<file path="src/sv/cpt_pkg.sv">
// types, constants and arithmetic helpers for the clarke/park transform
package cpt_pkg;

   localparam int FRAC_BITS  = 5;
   localparam int DATA_WIDTH = 32;
   localparam int WORD_W     = 32;
   localparam int TRIG_W     = 17;
   localparam int PROD_W     = WORD_W + TRIG_W;
   localparam int SUM_W      = PROD_W + 1;
   localparam int LANES      = 4;

   typedef logic signed [WORD_W-1:0] word_type;
   typedef logic signed [TRIG_W-1:0] trig_type;
   typedef logic signed [PROD_W-1:0] prod_type;
   typedef logic signed [SUM_W-1:0]  sum_type;

   typedef enum logic {
      CMD_FWD = 1'b0,
      CMD_INV = 1'b1
   } cmd_type;

   // sideband carried alongside the products
   typedef struct packed {
      cmd_type  cmd;
      word_type alpha;
      word_type beta;
      trig_type cos_v;
      trig_type sin_v;
   } side_type;

   // sqrt3 in q30, scaled down to FRAC_BITS
   localparam longint SQRT3_Q30  = 64'sd1859775393;
   localparam longint K_SQRT3_L  = SQRT3_Q30 >>> (30 - FRAC_BITS);
   localparam longint K_INV_L    = (64'sd1 <<< (2 * FRAC_BITS)) / K_SQRT3_L;
   localparam longint K_TWO_INV_L = (64'sd2 <<< (2 * FRAC_BITS)) / K_SQRT3_L;
   localparam longint K_HALF_L   = (K_SQRT3_L <<< FRAC_BITS) / (64'sd2 <<< FRAC_BITS);

   localparam trig_type K_INV_SQRT3     = trig_type'(K_INV_L);
   localparam trig_type K_TWO_INV_SQRT3 = trig_type'(K_TWO_INV_L);
   localparam trig_type K_SQRT3_HALF    = trig_type'(K_HALF_L);

   localparam sum_type SAT_HI = sum_type'((64'sd1 <<< (DATA_WIDTH - 1)) - 64'sd1);
   localparam sum_type SAT_LO = sum_type'(-(64'sd1 <<< (DATA_WIDTH - 1)));

   // floor scaling of a full product, widened for summing
   function automatic sum_type shr(input prod_type p);
      prod_type q;
      q = p >>> FRAC_BITS;
      return sum_type'(q);
   endfunction

   // clamp to the data range, sign extended to the port width
   function automatic word_type sat_word(input sum_type v);
      sum_type c;
      if (v > SAT_HI) begin
         c = SAT_HI;
      end else if (v < SAT_LO) begin
         c = SAT_LO;
      end else begin
         c = v;
      end
      return word_type'(c[WORD_W-1:0]);
   endfunction

endpackage

</file>
<file path="src/sv/cpt_mix_stage.sv">
// forms alpha and beta from the first product stage
module cpt_mix_stage (
   input  logic                 clock,
   input  logic                 reset,
   input  logic                 load,
   input  logic                 valid_in,
   input  cpt_pkg::prod_type    prod_in [cpt_pkg::LANES],
   input  cpt_pkg::side_type    side_in,
   output logic                 valid_out,
   output cpt_pkg::side_type    side_out
);

   logic              valid_ff;
   cpt_pkg::side_type side_ff;
   cpt_pkg::side_type side_in_next;

   always_comb begin
      side_in_next = side_in;
      unique case (side_in.cmd)
         cpt_pkg::CMD_FWD: begin
            // clarke: alpha is phase a unchanged, beta = a/sqrt3 + 2b/sqrt3
            side_in_next.beta = cpt_pkg::sat_word(cpt_pkg::shr(prod_in[0])
                                                + cpt_pkg::shr(prod_in[1]));
         end
         cpt_pkg::CMD_INV: begin
            // inverse park
            side_in_next.alpha = cpt_pkg::sat_word(cpt_pkg::shr(prod_in[0])
                                                 - cpt_pkg::shr(prod_in[1]));
            side_in_next.beta  = cpt_pkg::sat_word(cpt_pkg::shr(prod_in[2])
                                                 + cpt_pkg::shr(prod_in[3]));
         end
         default: begin
            side_in_next = side_in;
         end
      endcase
   end

   always_ff @(posedge clock) begin
      if (reset) begin
         valid_ff <= 1'b0;
      end else if (load) begin
         valid_ff <= valid_in;
      end
   end

   always_ff @(posedge clock) begin
      if (load) begin
         side_ff <= side_in_next;
      end
   end

   assign valid_out = valid_ff;
   assign side_out  = side_ff;

endmodule

</file>
<file path="config.mk">
export PLATFORM = sky130hd
export DESIGN_NAME = cpt_mix_stage
export DESIGN_NICKNAME = d
export VERILOG_FILES = /design/src/sv/cpt_pkg.sv /design/src/sv/cpt_mix_stage.sv
export SDC_FILE = /design/constraint.sdc
export NUM_CORES = 1
export LEC_CHECK = 0
export ABC_CLOCK_PERIOD_IN_PS = 7000
export BUFFER_PORTS_ARGS = -buffer_cell sky130_fd_sc_hd__buf_4
export CORE_MARGIN = 1
export CORE_UTILIZATION = 41
export DETAILED_ROUTE_END_ITERATION = 8
export GPL_TIMING_DRIVEN = 0
export PLACE_DENSITY = 0.77
export SYNTH_ARGS = -nofsm -noshare
export SYNTH_HDL_FRONTEND = slang
export SYNTH_SLANG_ARGS = --single-unit
</file>
<file path="constraint.sdc">
create_clock -name clock -period 7 [get_ports clock]
set_input_delay 1.4 -clock clock [delete_from_list [all_inputs] [get_ports clock]]
set_output_delay 1.4 -clock clock [all_outputs]
set_load 0.02 [all_outputs]
</file>
* Yosys cells after proc, flatten, opt, wreduce, memory -nomap -nowiden
Cells that the tools add are included.
Cells by class: add/sub/neg operators 3, order comparisons 6, mux-type cells 8, bitwise gates (word level) 1
Operators with widths (count):
- 2-to-1 mux 32 bit | 7
- greater-than comparator 45 x 32 -> 1 bit, second input constant | 3
- < comparator 45 x 32 -> 1 bit, second input constant | 3
- adder 44 x 44 -> 45 bit | 2
- one-hot mux 32 bit (2 select lines) | 1
- subtractor 44 x 44 -> 45 bit | 1
- NOT 1 bit | 1
Storage, ports and cells: register bits 100, input port bits 299, output and inout port bits 100, word-level logic and storage cells 24

* Logic depth before layout (Yosys ltp)
Gate-level depths: netlist of run 1.
word-level depth 5, mapped depth 16, mapped depth without buffers 14

* Worst setup path after synthesis of run 1
OpenSTA, ideal clock, no wires.
path kind input to register, start point input port prod_in[113] (netlist bit), end point register side_ff, in the netlist side_out[43], data pin, library setup time 0.152 ns, data arrival time 4.453 ns, data required time 6.848 ns, path slack 2.394 ns, cell stages on the path 14, cells stage by stage inv_1 -> ha_1 -> buf_6 -> or4_4 -> o21ai_4 -> o31ai_1 -> and4b_1 -> a311o_1 -> a2111o_1 -> or4_4 -> o21ai_4 -> buf_6 -> nand3_1 -> a22oi_2
RTL lines:
- start: declaration | RTL line cpt_mix_stage.sv:7 | input cpt_pkg::prod_type prod_in [cpt_pkg::LANES],
- end signal: assignment | RTL line cpt_mix_stage.sv:48 | side_ff <= side_in_next;
- end: declaration | RTL line cpt_mix_stage.sv:14 | cpt_pkg::side_type side_ff;

==> out/summary.txt, run 1 <==
outcome: finished, final reports clean
RSZ-0062 raised after global routing: false
Hold Path Depth: 2
Slew headroom: 0.1269
Cell Area, Synth: 13,070 um^2
setup TNS: 0 ns
CTS H-tree depth: 3
Final Setup Violations: 0
clk sinks: 100
CP max FO: 10
internal power: 1.549 mW
worst hold path class: reg2reg
Final period util: 0.8587
initial drt markers: 1,250
vias in the first global route: 13.53k
Hold Buf Count CTS: 0
Critical Path AT: 6.21 ns
critical setup path kind: in2reg
CP Cell Sequence: buf_4, inv_1, ha_1, buf_2, a21oi_1, o31ai_1, a41oi_1, inv_1, a211oi_1, mux2i_1, nor4b_1, nand4_1, o41ai_2, buf_2, nand2_1, a21oi_1
GRT Util Overall: 0.2802
R2R cell count: 2
HPWL after detailed placement: 39,260 um
share of cells above drive strength 1: 0.2300
Inst Count DP: 2,421
endpoint class of the critical path: flip-flop
largest net degree at the start of global routing: 101
Initial Util: 0.4153
post-synth top area share: 0.2275
Yosys warnings: 0
Detailed Route WL: 47,220 um
Seq pwr share: 0.285
Nets: 2,464
total power: 2.686 mW
Top delay family on crit path: compound AO/OA/AOI/OAI gates
Tmin final: 6.011 ns
Yosys reg bits: 100
CTS tree: yes
Comb pwr share: 0.525
Worst Path Buf+Inv: 5
Worst-Skew Late Latency: 0.36 ns
I/O Pins: 399
Synth Net Count: 2,107
Crit path required time: 7.20 ns
Peak VDD IR: 114.5 uV
Clock Pin Slew Worst Setup and Hold Paths: 0.08 ns
GPL Wtd Cong: 0.9851
P_sw: 1.137 mW
worst reg2reg endpoint: valid_out$_SDFFE_PP0P_
vias per std cell: 5.840
Primary FF master, synth: edfxtp_1
Routed Antenna Nets: 0
PwrDens: 163.1 nW/um^2
top cells by area, synth: edfxtp_1 (23%), ha_1 (13%), a21oi_1 (7.0%)
Max stage delay cell, worst path: o41ai_2
DRC Markers: 0
postcts setup bufs: 0
max_cap viols: 0
Post-Syn Area per Cell: 7.812 um^2
first-pass GRT wire length: 72,590 um
cell taking the most area after synthesis: edfxtp_1
DR pass1 iterations: 8
core area: 31,470 um^2
Slew Limit Fails: 0
die area: 32,600 um^2
Resize count post-CTS: 0
Final Non-Filler Cells: 2,437
Setup Skew: 0 ns
Clk pwr share: 0.190
area delta synth->final: 25.98%
CTS root buffer: clkbuf_16
Cell variety after synth: 96
row cnt: 65
Gate Count Post-Synth: 1,673
WHS Endpoint: valid_out$_SDFFE_PP0P_
initial antenna violation count: 1
clock buffer depth: 2
I/O Buffers: 346
Max Fclk: 0.1664 GHz
HP Start: valid_out$_SDFFE_PP0P_
leakage: 7.062 nW
CP Launch Type: primary input
Async SR Flop Fraction: 0
GRT overflow: 0
Die Wd: 180.5 um
Net Sw Frac: 0.4233
Seq/Total Area, Yosys: 0.2290
slowest stage delay, CP: 1.04 ns
WL per Instance: 19.38 um
worst slew pin tran: 1.310 ns
Fin. Hold Viols: 0
Vias: 14.23k
r2r setup slk: 6.41 ns
CTS Buf Count: 9
worst r2r src: valid_out$_SDFFE_PP0P_
number of diodes: 0
Post-synth EDFFs: 99
die height: 180.5 um
==> power by group through the flow <==
stage | Sequential [mW] | Combinational, mW | Clock [mW]
3_5_place_dp | 0.779 | 1.38 | 0
3_3_place_gp | 0.777 | 1.37 | 0
5_1_grt | 0.770 | 1.52 | 0.537
6_report | 0.765 | 1.41 | 0.510
2_1_floorplan | 0.851 | 0.817 | 0
4_1_cts | 0.765 | 1.39 | 0.514
==> cell families after synthesis <==
kind of cell | Yosys count | synth area share
and+or+nand+nor | 616 | 0.2313
adders and majority gates | 135 | 0.1310
xor gates and xnor gates | 108 | 0.07237
muxes | 6 | 0.004691
DFF | 100 | 0.2290
AOI/OAI and AO/OA | 513 | 0.2650
buffers and inverters | 195 | 0.06672
==> cells in the final DEF, fill, tap and decap left out, types with 21 or more instances in the layout <==
cell and instances:
buf_4 362, a21oi_1 184, nand2_1 172, nor2_1 166, ha_1 132, inv_1 106
edfxtp_1 99, xnor2_1 83, o21ai_0 79, nand3_1 60, clkbuf_1 38, nand4_1 35
nor3_1 35, nand2b_1 31, buf_2 27, nor2b_1 27, xor2_1 25, o211ai_1 22
o31ai_1 21, a21o_1 21
==> layer usage <==
layer  GRT usage  share of wire
met1      0.3700           0.43
met2      0.4653           0.46
met3     0.04547          0.082
met4     0.08991          0.030
met5           0              0
==> state kept, by name (all words and copies together) (netlist names) <==
signal,flops
side_out,99
valid_out,1
==> synthesized netlist by cell type (31+ instances only) <==
master	n
a21oi_1	184
clkbuf_1	38
edfxtp_1	99
ha_1	132
inv_1	106
nand2_1	172
nand2b_1	31
nand3_1	60
nand4_1	35
nor2_1	166
nor3_1	35
o21ai_0	79
xnor2_1	83
==> worst max-delay path by stage <==
stage | startpoint | end | slack (ns) | depth (start not counted)
2_1_floorplan | prod_in[113] | side_out[43]$_DFFE_PP_ | 2.39 | 14
3_3_place_gp | prod_in[131] | side_out[85]$_DFFE_PP_ | 0.80 | 16
3_5_place_dp | prod_in[131] | side_out[87]$_DFFE_PP_ | 0.79 | 16
4_1_cts | prod_in[131] | side_out[82]$_DFFE_PP_ | 1.10 | 16
5_1_grt | prod_in[131] | side_out[95]$_DFFE_PP_ | 0.93 | 16
6_report | prod_in[131] | side_out[86]$_DFFE_PP_ | 0.99 | 16
==> metrics by stage <==
step	hold slack, ns	worst slack, ns	instance area [um^2]	util
finish	0.5028	0.9888	16470	0.5232
global route	0.5379	0.9274	16470	0.5232
CTS	0.5091	1.098	16470	0.5232
detailed placement	0.4912	0.7933	16170	0.5138
global placement	0.4800	0.8047	16170	0.5138
floorplan	0.5788	2.394	13070	-
==> area by class of cell <==
type / instances / area, um^2
buffer: 88 / 470.5
clock buffer: 9 / 225.2
clock inverter: 7 / 70.07
fill: 3016 / 15010
inverter: 107 / 401.6
multi-input combinational: 1378 / 9205
sequential: 100 / 2993
tap: 402 / 503.0
timing repair buffer: 346 / 2597
==> worst min-delay path, delay by kind of cell, from the launching register on <==
family / cells / cell delay (ns)
and+or+nand+nor: 1 / 0.07
muxes: 1 / 0.07
DFF: 1 / 0.33
Power figures use the tool's default switching activity.
==> inputs of run 2 (changes only) <==
--- a/config.mk
+++ b/config.mk
@@ -5,13 +5,14 @@
 export SDC_FILE = /design/constraint.sdc
 export NUM_CORES = 1
 export LEC_CHECK = 0
+export ABC_AREA = 1
 export ABC_CLOCK_PERIOD_IN_PS = 7000
 export BUFFER_PORTS_ARGS = -buffer_cell sky130_fd_sc_hd__buf_4
 export CORE_MARGIN = 1
-export CORE_UTILIZATION = 41
+export CORE_UTILIZATION = 50
 export DETAILED_ROUTE_END_ITERATION = 8
 export GPL_TIMING_DRIVEN = 0
-export PLACE_DENSITY = 0.77
+export PLACE_DENSITY = 0.87
 export SYNTH_ARGS = -nofsm -noshare
 export SYNTH_HDL_FRONTEND = slang
 export SYNTH_SLANG_ARGS = --single-unit
==> run 2 against run 1 <==
The flow now finishes with violations (design-rule violations). Global-route usage up 9.1 points. Worst hold slack better by 0.011 ns. Utilization up 9.8 points. Non-clock buffer count down 23. Setup slack better by 1.4 ns. Combinational power up 18%. Synthesized cell count up 49%. Sequential share of layout area down 1.9 points. Count of clock-buffer cells in the layout unchanged. Largest power group unchanged.
==> out/summary.txt, run 2 <==
HPWL after detailed placement: 49,790 um (was 39,260 um)
Max Fclk: 0.2183 GHz (was 0.1664 GHz)
area delta synth->final: 22.47% (was 25.98%)
I/O Buffers: 346 (unchanged)
first-pass GRT wire length: 87,320 um (was 72,590 um)
Post-Syn Area per Cell: 6.012 um^2 (was 7.812 um^2)
critical setup path kind: in2reg (unchanged)
worst slew pin tran: 1.318 ns (was 1.310 ns)
CTS tree: yes (unchanged)
Seq/Total Area, Yosys: 0.1991 (was 0.2290)
design area: 18,410 um^2 (was 16,470 um^2)
die area: 30,770 um^2 (was 32,600 um^2)
Fin. Hold Viols: 0 (unchanged)
CP Launch Type: primary input (unchanged)
adder-cell share of the synthesized area: 0.1138 (was 0.1310)
WL per Instance: 17.79 um (was 19.38 um)
number of diodes: 0 (unchanged)
worst reg2reg endpoint: valid_out$_SDFFE_PP0P_ (unchanged)
Yosys reg bits: 100 (unchanged)
met2 wire length: 27,300 um (was 21,830 um)
initial antenna violation count: 0 (was 1)
Worst path most repeated cell: nand2_1
hold_ws: 0.5136 ns (was 0.5028 ns)
die height: 175.4 um (was 180.5 um)
endpoint class of the critical path: flip-flop (unchanged)
post-synth top area share: 0.2304 (was 0.2275)
Die Wd: 175.4 um (was 180.5 um)
Final Setup Violations: 0 (unchanged)
Primary FF master, synth: edfxtp_1 (unchanged)
cell taking the most area after synthesis: nand2_1 (was edfxtp_1)
max_cap viols: 0 (unchanged)
Hold Path Depth: 2 (unchanged)
Hold Buf Count CTS: 0 (unchanged)
Post-synth top cells: nand2_1 (923), inv_1 (367), nor2_1 (270) (was a21oi_1 (184), nand2_1 (172), nor2_1 (166))
Yosys warnings: 0 (unchanged)
CTS root buffer: clkbuf_16 (unchanged)
core area: 29,640 um^2 (was 31,470 um^2)
Initial Util: 0.5073 (was 0.4153)
Final Util: 0.6213 (was 0.5232)
DP Area: 18,120 um^2 (was 16,170 um^2)
Routed Antenna Nets: 0 (unchanged)
met3 wire len: 4213 um (was 3865 um)
Cell variety after synth: 46 (was 96)
share of cells above drive strength 1: 0.1799 (was 0.2300)
Setup crit end: side_out[86]$_DFFE_PP_ (unchanged)
largest family of logic cells by synthesized area: simple AND/OR/NAND/NOR gates (was compound AO/OA/AOI/OAI gates)
CP Cell Sequence: buf_4, inv_1, ha_1, buf_4, a21oi_1, inv_1, nor2_1, nand2_1, inv_1, nand3_1, nand2_1, nand3_1, nand2_1, nand2_1, nor2_1, nand3_1, a21oi_4, buf_6, a21oi_2 (was buf_4, inv_1, ha_1, buf_2, a21oi_1, o31ai_1, a41oi_1, inv_1, a211oi_1, mux2i_1, nor4b_1, nand4_1, o41ai_2, buf_2, nand2_1, a21oi_1)
sequential cell area: 2993 um^2 (unchanged)
Filler cells: 2,855 (was 3,016)
Vias: 17.37k (was 14.23k)
most common cell in the netlist: nand2_1 (was a21oi_1)
clk sinks: 100 (unchanged)
Synth Area in Compound Gates: 0.1202 (was 0.2650)
Synth Net Count: 2,935 (was 2,107)
Resize count post-CTS: 0 (unchanged)
most frequent cells in the layout: nand2_1 (923), inv_1 (367), buf_4 (364), nor2_1 (270), a21oi_1 (144) (was buf_4 (362), a21oi_1 (184), nand2_1 (172), nor2_1 (166), ha_1 (132))
Critical Path AT: 4.69 ns (was 6.21 ns)
postcts setup bufs: 0 (unchanged)
vias in the first global route: 16.63k (was 13.53k)
Clock Pin Slew Worst Setup and Hold Paths: 0.08 ns (about the same)
WL met1: 23,460 um (was 20,120 um)
max reg flops: 99 (unchanged)
Cell Area, Synth: 15,040 um^2 (was 13,070 um^2)
Post-synth EDFFs: 99 (unchanged)
PwrDens: 161.6 nW/um^2 (was 163.1 nW/um^2)
Nets: 3,292 (was 2,464)
GPL Wtd Cong: 0.9987 (was 0.9851)
violated checks: design-rule violations
Worst-Skew Late Latency: 0.37 ns (was 0.36 ns)
leakage: 9.977 nW (was 7.062 nW)
Slew Limit Fails: 0 (unchanged)
Final period util: 0.6544 (was 0.8587)
Max stage delay cell, worst path: nor2_1 (was o41ai_2)
CTS H-tree depth: 3 (unchanged)
largest net degree at the start of global routing: 101 (unchanged)
Multi-input gate area: 10,160 um^2 (was 9205 um^2)
Slew headroom: 0.1215 (was 0.1269)
commonest non-fill, non-tap cell in the layout: nand2_1 (was buf_4)
multiplexer share of the synthesized area: 0.0006657 (was 0.004691)
row cnt: 63 (was 65)
CP max FO: 10 (unchanged)
CTS Buf Count: 9 (unchanged)
R2R cell count: 2 (unchanged)
RSZ-0062 raised after global routing: false (unchanged)
Setup Skew: 0 ns (unchanged)
vias per std cell: 5.341 (was 5.840)
simple-gate area share of the yosys netlist: 0.3878 (was 0.2313)
worst r2r src: valid_out$_SDFFE_PP0P_ (unchanged)
r2r setup slk: 6.39 ns (was 6.41 ns)
Peak VDD IR: 141.7 uV (was 114.5 uV)
setup TNS: 0 ns (unchanged)
I/O Pins: 399 (unchanged)
top cells by area, synth: nand2_1 (23%), edfxtp_1 (20%), ha_1 (11%) (was edfxtp_1 (23%), ha_1 (13%), a21oi_1 (7.0%))
XOR/XNOR Fraction of Synth Area: 0.05342 (was 0.07237)
Tmin final: 4.581 ns (was 6.011 ns)
Gate Count Post-Synth: 2,501 (was 1,673)
GRT Util Overall: 0.3710 (was 0.2802)
slowest stage delay, CP: 0.37 ns (was 1.04 ns)
Crit path required time: 7.11 ns (was 7.20 ns)
clock buffer depth: 2 (unchanged)
outcome: complete, but fails checks (was finished, final reports clean)
highest metal used: met4 (unchanged)
initial drt markers: 1,425 (was 1,250)
Critical Path Start: prod_in[126] (was prod_in[131])
Detailed Route WL: 57,860 um (was 47,220 um)
DRC Markers: 4 (was 0)
DR pass1 iterations: 8 (unchanged)
GRT overflow: 0 (unchanged)
worst hold path class: reg2reg (unchanged)
Async SR Flop Fraction: 0 (unchanged)
[run 2: layer usage]
metal / global-route usage / vias up
li1: - / 8558
met1: 0.4549 / 7849
met2: 0.6481 / 820
met3: 0.03918 / 146
met4: 0.1775 / 0
met5: 0 / -
[run 2: power breakdown]
group	switching, mW	internal (mW)	total (mW)	leakage, nW
Sequential	0.0321	0.756	0.789	0.979
Combinational	1.07	0.601	1.67	8.85
Clock	0.265	0.251	0.516	0.145
Total	1.37	1.61	2.98	9.98
[run 2: final cells by class]
class                      instances  area share
tap                              390     0.02650
sequential                       100      0.1625
multi-input combinational       1958      0.5519
clock buffer                       9     0.01223
clock inverter                     7    0.003669
buffer                            65     0.02501
timing repair buffer             346      0.1411
inverter                         378     0.07705
[run 2: through the flow]
step	total power, mW	cells	worst slack [ns]
6_report	2.976	3253	2.419
3_5_place_dp	2.433	3237	2.180
3_3_place_gp	2.405	3237	2.191
2_1_floorplan	1.837	2501	3.226
4_1_cts	2.951	3253	2.557
5_1_grt	3.151	3253	2.349
[run 2: critical path: cells and delay by family]
family	cells	cell delay, ns
adder cells (fa/ha/maj)	1	0.27
AO/OA/AOI/OAI	3	0.65
AND/OR/NAND/NOR	9	1.65
buffers and inverters	6	0.70
[run 2: worst min-delay path by stage]
stage	start	endpoint	slack, ns
final	valid_out$_SDFFE_PP0P_	valid_out$_SDFFE_PP0P_	0.51
after floorplan	valid_out$_SDFFE_PP0P_	valid_out$_SDFFE_PP0P_	0.58
after global routing	valid_out$_SDFFE_PP0P_	valid_out$_SDFFE_PP0P_	0.55
after detailed placement	valid_out$_SDFFE_PP0P_	valid_out$_SDFFE_PP0P_	0.49
after global placement	valid_out$_SDFFE_PP0P_	valid_out$_SDFFE_PP0P_	0.48
after CTS	valid_out$_SDFFE_PP0P_	valid_out$_SDFFE_PP0P_	0.51
[run 2: cells by family after synthesis]
| group | after synthesis |
|---|---|
| buffers and inverters | 443 |
| XOR/XNOR | 90 |
| adder cells (fa/ha/maj) | 135 |
| multiplexers | 1 |
| AND/OR/NAND/NOR | 1428 |
| flip-flops | 100 |
| AO/OA/AOI/OAI | 304 |
